[src/ebpc_pkg.sv]
// shared types and constants for the encoder button pulse commander
`timescale 1ns / 1ps

package ebpc_pkg;

   // configuration register indexes
   localparam int CsrIndexWidth = 3;
   localparam logic [CsrIndexWidth-1:0] CSR_PULSE_TICKS    = 3'd0;
   localparam logic [CsrIndexWidth-1:0] CSR_GAP_TICKS      = 3'd1;
   localparam logic [CsrIndexWidth-1:0] CSR_ENC_DEBOUNCE   = 3'd2;
   localparam logic [CsrIndexWidth-1:0] CSR_BTN_DEBOUNCE   = 3'd3;
   localparam logic [CsrIndexWidth-1:0] CSR_IDLE_POSITION  = 3'd4;
   localparam logic [CsrIndexWidth-1:0] CSR_UP_POSITION    = 3'd5;
   localparam logic [CsrIndexWidth-1:0] CSR_DOWN_POSITION  = 3'd6;
   localparam logic [CsrIndexWidth-1:0] CSR_MUTE_POSITION  = 3'd7;

   localparam int CsrDataWidth = 16;
   localparam int CountWidth   = 16;
   localparam int AgeWidth     = 8;
   localparam int PosWidth     = 8;

   // register reset values
   localparam logic [CountWidth-1:0] PULSE_TICKS_RESET = 16'd50;
   localparam logic [7:0] GAP_TICKS_RESET     = 8'd10;
   localparam logic [7:0] ENC_DEBOUNCE_RESET  = 8'd5;
   localparam logic [7:0] BTN_DEBOUNCE_RESET  = 8'd50;
   localparam logic [7:0] IDLE_POSITION_RESET = 8'd255;
   localparam logic [7:0] UP_POSITION_RESET   = 8'd41;
   localparam logic [7:0] DOWN_POSITION_RESET = 8'd61;
   localparam logic [7:0] MUTE_POSITION_RESET = 8'd9;

   localparam logic [AgeWidth-1:0] AGE_MAX = 8'd255;

   typedef enum logic [1:0] {
      KIND_UP      = 2'd0,
      KIND_DOWN    = 2'd1,
      KIND_MUTE    = 2'd2,
      KIND_RELEASE = 2'd3
   } kind_type;

   typedef enum logic [1:0] {
      PHASE_IDLE = 2'd0,
      PHASE_HOLD = 2'd1,
      PHASE_GAP  = 2'd2
   } phase_type;

   typedef struct packed {
      logic [CountWidth-1:0] pulse_ticks;
      logic [7:0]            gap_ticks;
      logic [7:0]            encoder_debounce_ticks;
      logic [7:0]            button_debounce_ticks;
      logic [PosWidth-1:0]   idle_position;
      logic [PosWidth-1:0]   up_position;
      logic [PosWidth-1:0]   down_position;
      logic [PosWidth-1:0]   mute_position;
   } cfg_type;

   typedef struct packed {
      logic step_up;
      logic step_down;
   } step_type;

   typedef struct packed {
      logic                emit;
      logic [PosWidth-1:0] wiper_value;
      kind_type            command_kind;
   } result_type;

endpackage

[src/ebpc_encoder.sv]
// encoder line a debounce and step direction decode
`timescale 1ns / 1ps

module ebpc_encoder import ebpc_pkg::*; (
   input  logic          clock,
   input  logic          reset,
   input  logic          fire,
   input  logic          line_a,
   input  logic          line_b,
   input  logic [7:0]    debounce_ticks,
   output step_type      step
);

   logic                prev_raw_a_ff, prev_raw_a_in;
   logic                accepted_a_ff, accepted_a_in;
   logic [AgeWidth-1:0] age_ff, age_in;
   logic [AgeWidth-1:0] age_inc;
   logic                edge_ok;

   // age since last accepted edge, saturating
   always_comb begin
      age_inc = (age_ff != AGE_MAX) ? age_ff + 1'b1 : age_ff;
      edge_ok = (line_a != prev_raw_a_ff) && (age_inc >= debounce_ticks);
      prev_raw_a_in = line_a;
      accepted_a_in = accepted_a_ff;
      age_in = age_inc;
      step = '0;
      if (edge_ok) begin
         age_in = '0;
         if (line_a != accepted_a_ff) begin
            accepted_a_in = line_a;
            step.step_up = (line_b != line_a);
            step.step_down = (line_b == line_a);
         end
      end
      if (!fire) begin
         step = '0;
      end
   end

   always_ff @(posedge clock) begin
      if (reset) begin
         prev_raw_a_ff <= 1'b1;
         accepted_a_ff <= 1'b1;
         age_ff <= AGE_MAX;
      end else if (fire) begin
         prev_raw_a_ff <= prev_raw_a_in;
         accepted_a_ff <= accepted_a_in;
         age_ff <= age_in;
      end
   end

endmodule

[src/ebpc_button.sv]
// mute button stability timer and request flag
`timescale 1ns / 1ps

module ebpc_button import ebpc_pkg::*; (
   input  logic       clock,
   input  logic       reset,
   input  logic       fire,
   input  logic       button_level,
   input  logic [7:0] debounce_ticks,
   input  logic       mute_taken,
   output logic       mute_req
);

   logic                prev_button_ff, prev_button_in;
   logic [AgeWidth-1:0] age_ff, age_in;
   logic                handled_ff, handled_in;

   // level change restarts the timer and rearms the request
   always_comb begin
      prev_button_in = button_level;
      age_in = (age_ff != AGE_MAX) ? age_ff + 1'b1 : age_ff;
      handled_in = handled_ff;
      if (button_level != prev_button_ff) begin
         age_in = '0;
         handled_in = 1'b0;
      end
      mute_req = fire && (age_in > debounce_ticks) && !button_level && !handled_in;
      if (mute_taken) begin
         handled_in = 1'b1;
      end
   end

   always_ff @(posedge clock) begin
      if (reset) begin
         prev_button_ff <= 1'b1;
         age_ff <= '0;
         handled_ff <= 1'b0;
      end else if (fire) begin
         prev_button_ff <= prev_button_in;
         age_ff <= age_in;
         handled_ff <= handled_in;
      end
   end

endmodule

[src/ebpc_sequencer.sv]
// step accumulator and wiper pulse sequencer
`timescale 1ns / 1ps

module ebpc_sequencer import ebpc_pkg::*; (
   input  logic       clock,
   input  logic       reset,
   input  logic       fire,
   input  cfg_type    cfg,
   input  step_type   step,
   input  logic       mute_req,
   output logic       mute_taken,
   output result_type result
);

   logic signed [7:0]     acc_ff, acc_in, acc_stepped;
   phase_type             phase_ff, phase_in;
   logic [CountWidth-1:0] count_ff, count_in;
   logic [CountWidth-1:0] gap_count;
   logic                  go_idle;

   // saturating accumulator step
   always_comb begin
      acc_stepped = acc_ff;
      if (step.step_up && (acc_ff != 8'sd127)) begin
         acc_stepped = acc_ff + 8'sd1;
      end else if (step.step_down && (acc_ff != -8'sd128)) begin
         acc_stepped = acc_ff - 8'sd1;
      end
   end

   assign gap_count = (count_ff != '0) ? count_ff - 1'b1 : count_ff;

   // next phase and counter
   always_comb begin
      phase_in = phase_ff;
      count_in = count_ff;
      go_idle = 1'b0;
      unique case (phase_ff)
         PHASE_HOLD: begin
            if (count_ff <= 16'd1) begin
               phase_in = PHASE_GAP;
               count_in = {{(CountWidth-8){1'b0}}, cfg.gap_ticks};
            end else begin
               count_in = count_ff - 1'b1;
            end
         end
         PHASE_GAP: begin
            count_in = gap_count;
            if (gap_count == '0) begin
               go_idle = 1'b1;
            end
         end
         default: begin
            go_idle = 1'b1;
         end
      endcase
      if (go_idle) begin
         phase_in = PHASE_IDLE;
         if ((acc_stepped != 8'sd0) || mute_req) begin
            phase_in = PHASE_HOLD;
            count_in = cfg.pulse_ticks;
         end
      end
   end

   // result, accumulator clear and mute handshake
   always_comb begin
      result = '0;
      result.command_kind = KIND_RELEASE;
      acc_in = acc_stepped;
      mute_take_blk: begin
         mute_taken = 1'b0;
      end
      if (phase_ff == PHASE_HOLD) begin
         if (count_ff <= 16'd1) begin
            result.emit = 1'b1;
            result.wiper_value = cfg.idle_position;
            result.command_kind = KIND_RELEASE;
         end
      end else if (go_idle) begin
         if (acc_stepped != 8'sd0) begin
            acc_in = '0;
            result.emit = 1'b1;
            if (!acc_stepped[7]) begin
               result.wiper_value = cfg.up_position;
               result.command_kind = KIND_UP;
            end else begin
               result.wiper_value = cfg.down_position;
               result.command_kind = KIND_DOWN;
            end
         end else if (mute_req) begin
            mute_taken = 1'b1;
            result.emit = 1'b1;
            result.wiper_value = cfg.mute_position;
            result.command_kind = KIND_MUTE;
         end
      end
      if (!fire) begin
         result.emit = 1'b0;
         mute_taken = 1'b0;
      end
   end

   always_ff @(posedge clock) begin
      if (reset) begin
         acc_ff <= '0;
         phase_ff <= PHASE_IDLE;
         count_ff <= '0;
      end else if (fire) begin
         acc_ff <= acc_in;
         phase_ff <= phase_in;
         count_ff <= count_in;
      end
   end

endmodule

[src/encoder_button_pulse_commander.sv]
// a tick item accepted into the input register loads its result into the result register
// once it fires, which result channel backpressure can hold off (input and result register)
// throughput: one tick item per cycle, limited only by result channel backpressure
// a tick that causes no result still takes one pass through the input register
// reset: synchronous, active high; clears both stages, all tracking state and
// restores every configuration register to its default
`timescale 1ns / 1ps

module encoder_button_pulse_commander import ebpc_pkg::*; (
   input  logic                     clock,
   input  logic                     reset,
   input  logic                     req_valid,
   output logic                     req_ready,
   input  logic                     req_line_a,
   input  logic                     req_line_b,
   input  logic                     req_button_level,
   output logic                     rsp_valid,
   input  logic                     rsp_ready,
   output logic [PosWidth-1:0]      rsp_wiper_value,
   output logic [1:0]               rsp_command_kind,
   input  logic                     csr_valid,
   output logic                     csr_ready,
   input  logic [CsrIndexWidth-1:0] csr_index,
   input  logic [CsrDataWidth-1:0]  csr_wdata
);

   cfg_type             cfg_ff;
   logic                in_valid_ff;
   logic                in_a_ff, in_b_ff, in_btn_ff;
   logic                rsp_valid_ff, rsp_valid_in;
   logic [PosWidth-1:0] rsp_wiper_ff;
   kind_type            rsp_kind_ff;
   logic                fire;
   step_type            step;
   logic                mute_req;
   logic                mute_taken;
   result_type          result;

   // item in the input register is processed when the result register has room
   assign fire = in_valid_ff && (!rsp_valid_ff || rsp_ready);
   assign req_ready = !in_valid_ff || fire;
   assign csr_ready = 1'b1;

   // configuration registers
   always_ff @(posedge clock) begin
      if (reset) begin
         cfg_ff.pulse_ticks <= PULSE_TICKS_RESET;
         cfg_ff.gap_ticks <= GAP_TICKS_RESET;
         cfg_ff.encoder_debounce_ticks <= ENC_DEBOUNCE_RESET;
         cfg_ff.button_debounce_ticks <= BTN_DEBOUNCE_RESET;
         cfg_ff.idle_position <= IDLE_POSITION_RESET;
         cfg_ff.up_position <= UP_POSITION_RESET;
         cfg_ff.down_position <= DOWN_POSITION_RESET;
         cfg_ff.mute_position <= MUTE_POSITION_RESET;
      end else if (csr_valid && csr_ready) begin
         unique case (csr_index)
            CSR_PULSE_TICKS:   cfg_ff.pulse_ticks <= csr_wdata;
            CSR_GAP_TICKS:     cfg_ff.gap_ticks <= csr_wdata[7:0];
            CSR_ENC_DEBOUNCE:  cfg_ff.encoder_debounce_ticks <= csr_wdata[7:0];
            CSR_BTN_DEBOUNCE:  cfg_ff.button_debounce_ticks <= csr_wdata[7:0];
            CSR_IDLE_POSITION: cfg_ff.idle_position <= csr_wdata[7:0];
            CSR_UP_POSITION:   cfg_ff.up_position <= csr_wdata[7:0];
            CSR_DOWN_POSITION: cfg_ff.down_position <= csr_wdata[7:0];
            CSR_MUTE_POSITION: cfg_ff.mute_position <= csr_wdata[7:0];
            default: begin
            end
         endcase
      end
   end

   // input register
   always_ff @(posedge clock) begin
      if (reset) begin
         in_valid_ff <= 1'b0;
      end else if (req_ready) begin
         in_valid_ff <= req_valid;
      end
   end

   always_ff @(posedge clock) begin
      if (req_valid && req_ready) begin
         in_a_ff <= req_line_a;
         in_b_ff <= req_line_b;
         in_btn_ff <= req_button_level;
      end
   end

   ebpc_encoder u_encoder (
      .clock          (clock),
      .reset          (reset),
      .fire           (fire),
      .line_a         (in_a_ff),
      .line_b         (in_b_ff),
      .debounce_ticks (cfg_ff.encoder_debounce_ticks),
      .step           (step)
   );

   ebpc_button u_button (
      .clock          (clock),
      .reset          (reset),
      .fire           (fire),
      .button_level   (in_btn_ff),
      .debounce_ticks (cfg_ff.button_debounce_ticks),
      .mute_taken     (mute_taken),
      .mute_req       (mute_req)
   );

   ebpc_sequencer u_sequencer (
      .clock      (clock),
      .reset      (reset),
      .fire       (fire),
      .cfg        (cfg_ff),
      .step       (step),
      .mute_req   (mute_req),
      .mute_taken (mute_taken),
      .result     (result)
   );

   // result register
   always_comb begin
      rsp_valid_in = rsp_valid_ff && !rsp_ready;
      if (result.emit) begin
         rsp_valid_in = 1'b1;
      end
   end

   always_ff @(posedge clock) begin
      if (reset) begin
         rsp_valid_ff <= 1'b0;
      end else begin
         rsp_valid_ff <= rsp_valid_in;
      end
   end

   always_ff @(posedge clock) begin
      if (result.emit) begin
         rsp_wiper_ff <= result.wiper_value;
         rsp_kind_ff <= result.command_kind;
      end
   end

   assign rsp_valid = rsp_valid_ff;
   assign rsp_wiper_value = rsp_wiper_ff;
   assign rsp_command_kind = rsp_kind_ff;

endmodule

[config.mk]
export PLATFORM = sky130hd
export DESIGN_NAME = encoder_button_pulse_commander
export DESIGN_NICKNAME = d
export VERILOG_FILES = /design/src/ebpc_pkg.sv /design/src/ebpc_encoder.sv /design/src/ebpc_button.sv /design/src/ebpc_sequencer.sv /design/src/encoder_button_pulse_commander.sv
export SDC_FILE = /design/constraint.sdc
export NUM_CORES = 1
export LEC_CHECK = 0
export BUFFER_PORTS_ARGS = -buffer_cell sky130_fd_sc_hd__buf_2
export CORE_UTILIZATION = 35
export CTS_CLUSTER_SIZE = 25
export DETAILED_ROUTE_END_ITERATION = 16
export RECOVER_POWER = 100
export SLEW_MARGIN = 30
export SYNTH_ARGS = -nofsm -noshare
export SYNTH_HDL_FRONTEND = slang
export SYNTH_SLANG_ARGS = --single-unit
[constraint.sdc]
create_clock -name clock -period 11.2 [get_ports clock]
set_input_delay 2.24 -clock clock [delete_from_list [all_inputs] [get_ports clock]]
set_output_delay 2.24 -clock clock [all_outputs]
set_load 0.02 [all_outputs]
==> parameters.txt <==
Parameter                              Value

Outcome
  Result of the run ... finished, violations left
  Failing checks ... capacitance limit, slew limit

Floorplanning
  DIE HEIGHT ... 147.1 um
  Die outline area ... 0.02164 mm^2
  CORE AREA ... 0.02043 mm^2
  Top Ports ... 40
  Num rows ... 52
  Width of the die ... 147.1 um
  Starting density of the core ... 36.08%

Timing
  Highest attainable clock frequency ... 176.9 MHz
  Max-Slew Margin vs Limit ... -107.3%
  Post-route minimum period ... 5654 ps
  Actual transition at the worst max-transition pin ... 3110 ps
  Unrepaired setup endpoints after global routing ... false
  Number of slew-limit violations in the final report ... 139
  Final Setup Violations ... 0
  Final worst path period share ... 50.49%
  Number of hold violations in the final report ... 0
  Post-Route Skew ... 12.52 ps
  Total Negative Setup Slacks ... 0 ps

Global route
  Global-route usage over all layers ... 18.56%
  Number of global-route vias before repair ... 6133
  Global-route wire length before repair ... 31.96 mm
  Aggregate global routing overflow ... 0
  Maximum number of pins on one net before global-route repair ... 63
  Number of antenna violations at the first check in global routing ... 0

Job
  Max Cap Viol ... 3

Clock tree
  # H-tree levels ... 4
  Resized cells post-CTS ... 0
  Skew-Pair Late Insertion Delay ... 430 ps
  Setup Buffers After CTS ... 0
  Hold-fix buffers at CTS ... 0
  Clock buffer depth ... 2
  Number of buffers inserted during clock tree synthesis ... 17
  Clock tree from TritonCTS ... built
  Clk sink count ... 133
  Clock slew at reported path FFs ... 60 ps
  CTS root buffer ... clkbuf_16

Worst setup path
  Category of the worst setup path launch point ... flip-flop
  Critical path's slowest cell ... o32ai_1
  Critical path data required time ... 11510 ps
  Most repeated library cell on the critical path ... nand4_1
  Buffers plus inverters on the worst setup path ... 1
  Delay of the slowest critical-path stage ... 840 ps
  Reg-to-reg slack, setup ... 5550 ps
  Type of the worst setup path ... flip-flop to flip-flop
  Critical path's top delay family ... compound AO/OA/AOI/OAI gates
  Critical path data arrival time ... 5960 ps
  Cells along the critical path ... nand3_1 > nor2_1 > nand4_1 > nand4_1 > xor2_1 > inv_1 > ha_1 > o21a_1 > nor3_1 > o32ai_1 > nand2_2 > o41a_1 > nor4_1 > a21oi_1 > and4_1 > a311o_1
  Largest fanout of any net on the critical path ... 21
  Worst Setup End Kind ... flip-flop

Synthesis
  Syn Nets ... 981
  Post-Syn Area per Cell ... 7.934 um^2
  Count of flip-flops with a built-in enable after synthesis ... 13
  Most used flip-flop cell after synthesis ... dfxtp_1
  Number of instances in the synthesized netlist ... 929
  #FFs+latches synth ... 133
  Netlist area before placement ... 0.007371 mm^2
  Proportion of register bits with asynchronous set or reset after synthesis ... 0%
  Sequential-to-total area share from yosys stat ... 37.89%
  Library cells used by synthesis ... 85
  Number of synthesis warnings ... 0

Power
  Part of the total power dissipated in combinational logic ... 17.1%
  Part of the power in registers ... 40.5%
  Switching share of power ... 30.08%
  Total Power ... 0.001267 W
  Net switching power figure ... 0.0003811 W
  Leakage dissipation ... 3.026 nW
  Internal ... 0.0008858 W
  Peak VDD IR ... 0.0001128 V
  Fraction of power consumed by the clock network ... 42.4%
  Power Dens Cells ... 154.8 mW/mm^2

Final layout
  Count of filler cells inserted in the layout ... 2112
  Number of nets in the final layout ... 981
  Share of post-route cells with drive strength above 1 ... 8.705%
  Highest-count cells in the layout ignoring fill and taps ... nand2_1 (163), dfxtp_1 (120), a21oi_1 (92)
  Most common library cell in the layout ignoring fill and taps ... nand2_1
  Area growth from synthesis to final layout ... 11.05%
  Area of the multi-input gates ... 0.004135 mm^2
  Count of antenna diodes in the layout ... 0
  Register area ... 0.002793 mm^2

Route
  Post-detailed-route wirelength per cell ... 15.94 um
  Detailed-route DRC error count ... 0
  Drt via density ... 5.371
  Post-DRT Antenna Nets ... 0
  Final wirelength ... 19.32 mm
  Number of detailed-route iterations in the first pass ... 7
  Routed vias ... 6510
  Initial drt markers ... 477

Placed design
  Final weighted congestion in routability-driven placement ... 0.8791
  Half-perimeter wire length of the detailed placement result ... 12.87 mm
  Quantity of I/O buffers inserted on ports ... 38

Min path
  Worst hold path class ... flip-flop to flip-flop
-- flip-flops by register name, summed over array words and instances, names as in the netlist, 2 cells and up --
| register | flops |
|---|---|
| u_button.age_ff | 8 |
| u_sequencer.phase_ff | 2 |
| rsp_command_kind | 2 |
| cfg_ff | 72 |
| rsp_wiper_value | 8 |
| u_sequencer.acc_ff | 8 |
| u_sequencer.count_ff | 16 |
| u_encoder.age_ff | 8 |
-- worst min-delay path: stages (launching register included) --
cell,delay [ps]
dfxtp_1,310
nand2_1,50
a21oi_1,50
-- cells by family after synthesis --
logic type,Yosys count,share of synthesized area [%]
xor+xnor,17,2.224
other cells,1,0.05088
compound gates,212,18.74
buf+inv,100,5.890
flops,133,37.89
simple gates,404,25.84
mux,37,5.126
fa+ha+maj,25,4.244
-- final timing paths --
path,from,end,depth (start not counted)
worst max-delay path,u_encoder.age_ff[3],u_sequencer.count_ff[15],16
worst min register to register,cfg_ff[43],cfg_ff[43],2
worst max register to register,u_encoder.age_ff[3],u_sequencer.count_ff[15],16
worst min-delay path,cfg_ff[43],cfg_ff[43],2
-- power by group through the flow --
stage,combinational (W),clock [W],sequential [W]
3_5_place_dp,0.000221,0,0.000523
5_1_grt,0.000243,0.000570,0.000516
2_1_floorplan,0.000171,0,0.000521
3_3_place_gp,0.000217,0,0.000523
6_report,0.000216,0.000537,0.000514
4_1_cts,0.000222,0.000546,0.000513
-- per-stage QoR --
| step | cells | cell area [um^2] | hold slack, ps | worst slack [ps] | utilization (%) |
|---|---|---|---|---|---|
| 3_3_place_gp | 1180 | 7661 | 442.9 | 6114 | 37.50 |
| 6_report | 1212 | 8185 | 454.0 | 5546 | 40.07 |
| 2_1_floorplan | 929 | 7371 | 432.3 | 6394 | - |
| 4_1_cts | 1212 | 8248 | 455.6 | 6107 | 40.37 |
| 5_1_grt | 1212 | 8185 | 469.5 | 4961 | 40.07 |
| 3_5_place_dp | 1180 | 7679 | 446.6 | 6114 | 37.59 |
-- synthesized netlist by cell type (3+ instances only) --
cell type  count  area (um^2)
nand2_1      163        611.8
dfxtp_1      120         2402
a21oi_1       92        460.4
nor2_1        87        326.6
clkbuf_1      44        165.2
nand3_1       42        210.2
inv_1         34        127.6
mux2i_1       34        340.3
o21ai_0       30        150.1
ha_1          25        312.8
nor3_1        21        105.1
nand4_1       18        112.6
edfxtp_1      13        390.4
nor4_1        10        62.56
a221o_1        9        90.09
buf_2          8        40.04
o31ai_1        8        60.06
xor2_1         8        70.07
a22oi_1        7        52.55
and3_1         7        43.79
nand2b_1       7        43.79
nand3b_1       7        52.55
xnor2_1        7        61.31
a32oi_1        6        52.55
or2_2          6        37.54
a211oi_1       5        37.54
and4_1         5        43.79
buf_1          5        18.77
buf_6          5        56.30
nor2b_1        5        31.28
o211ai_1       5        37.54
or4_1          5        37.54
a31oi_1        4        25.02
and2_1         4        25.02
o21a_1         4        30.03
o21ai_1        4        20.02
a21o_1         3        22.52
buf_4          3        22.52
nor3b_1        3        22.52
-- layout make-up --
class / instances / share of cell area (%)
Tap cell: 270 / 4.127
Clock inverter: 13 / 1.544
Sequential cell: 133 / 34.12
Timing Repair Buffer: 46 / 2.675
Clock buffer: 19 / 5.411
Multi-Input combinational cell: 696 / 50.52
Inverter: 35 / 1.605
-- metal layers --
layer | share of wire (%) | track usage [%] | vias up
met5 | 0 | 0 | -
met4 | 1.4 | 5.464 | 0
met3 | 4.7 | 4.099 | 20
li1 | - | - | 3309
met2 | 46 | 29.76 | 139
met1 | 48 | 24.85 | 3042
Power figures use the tool's default switching activity.
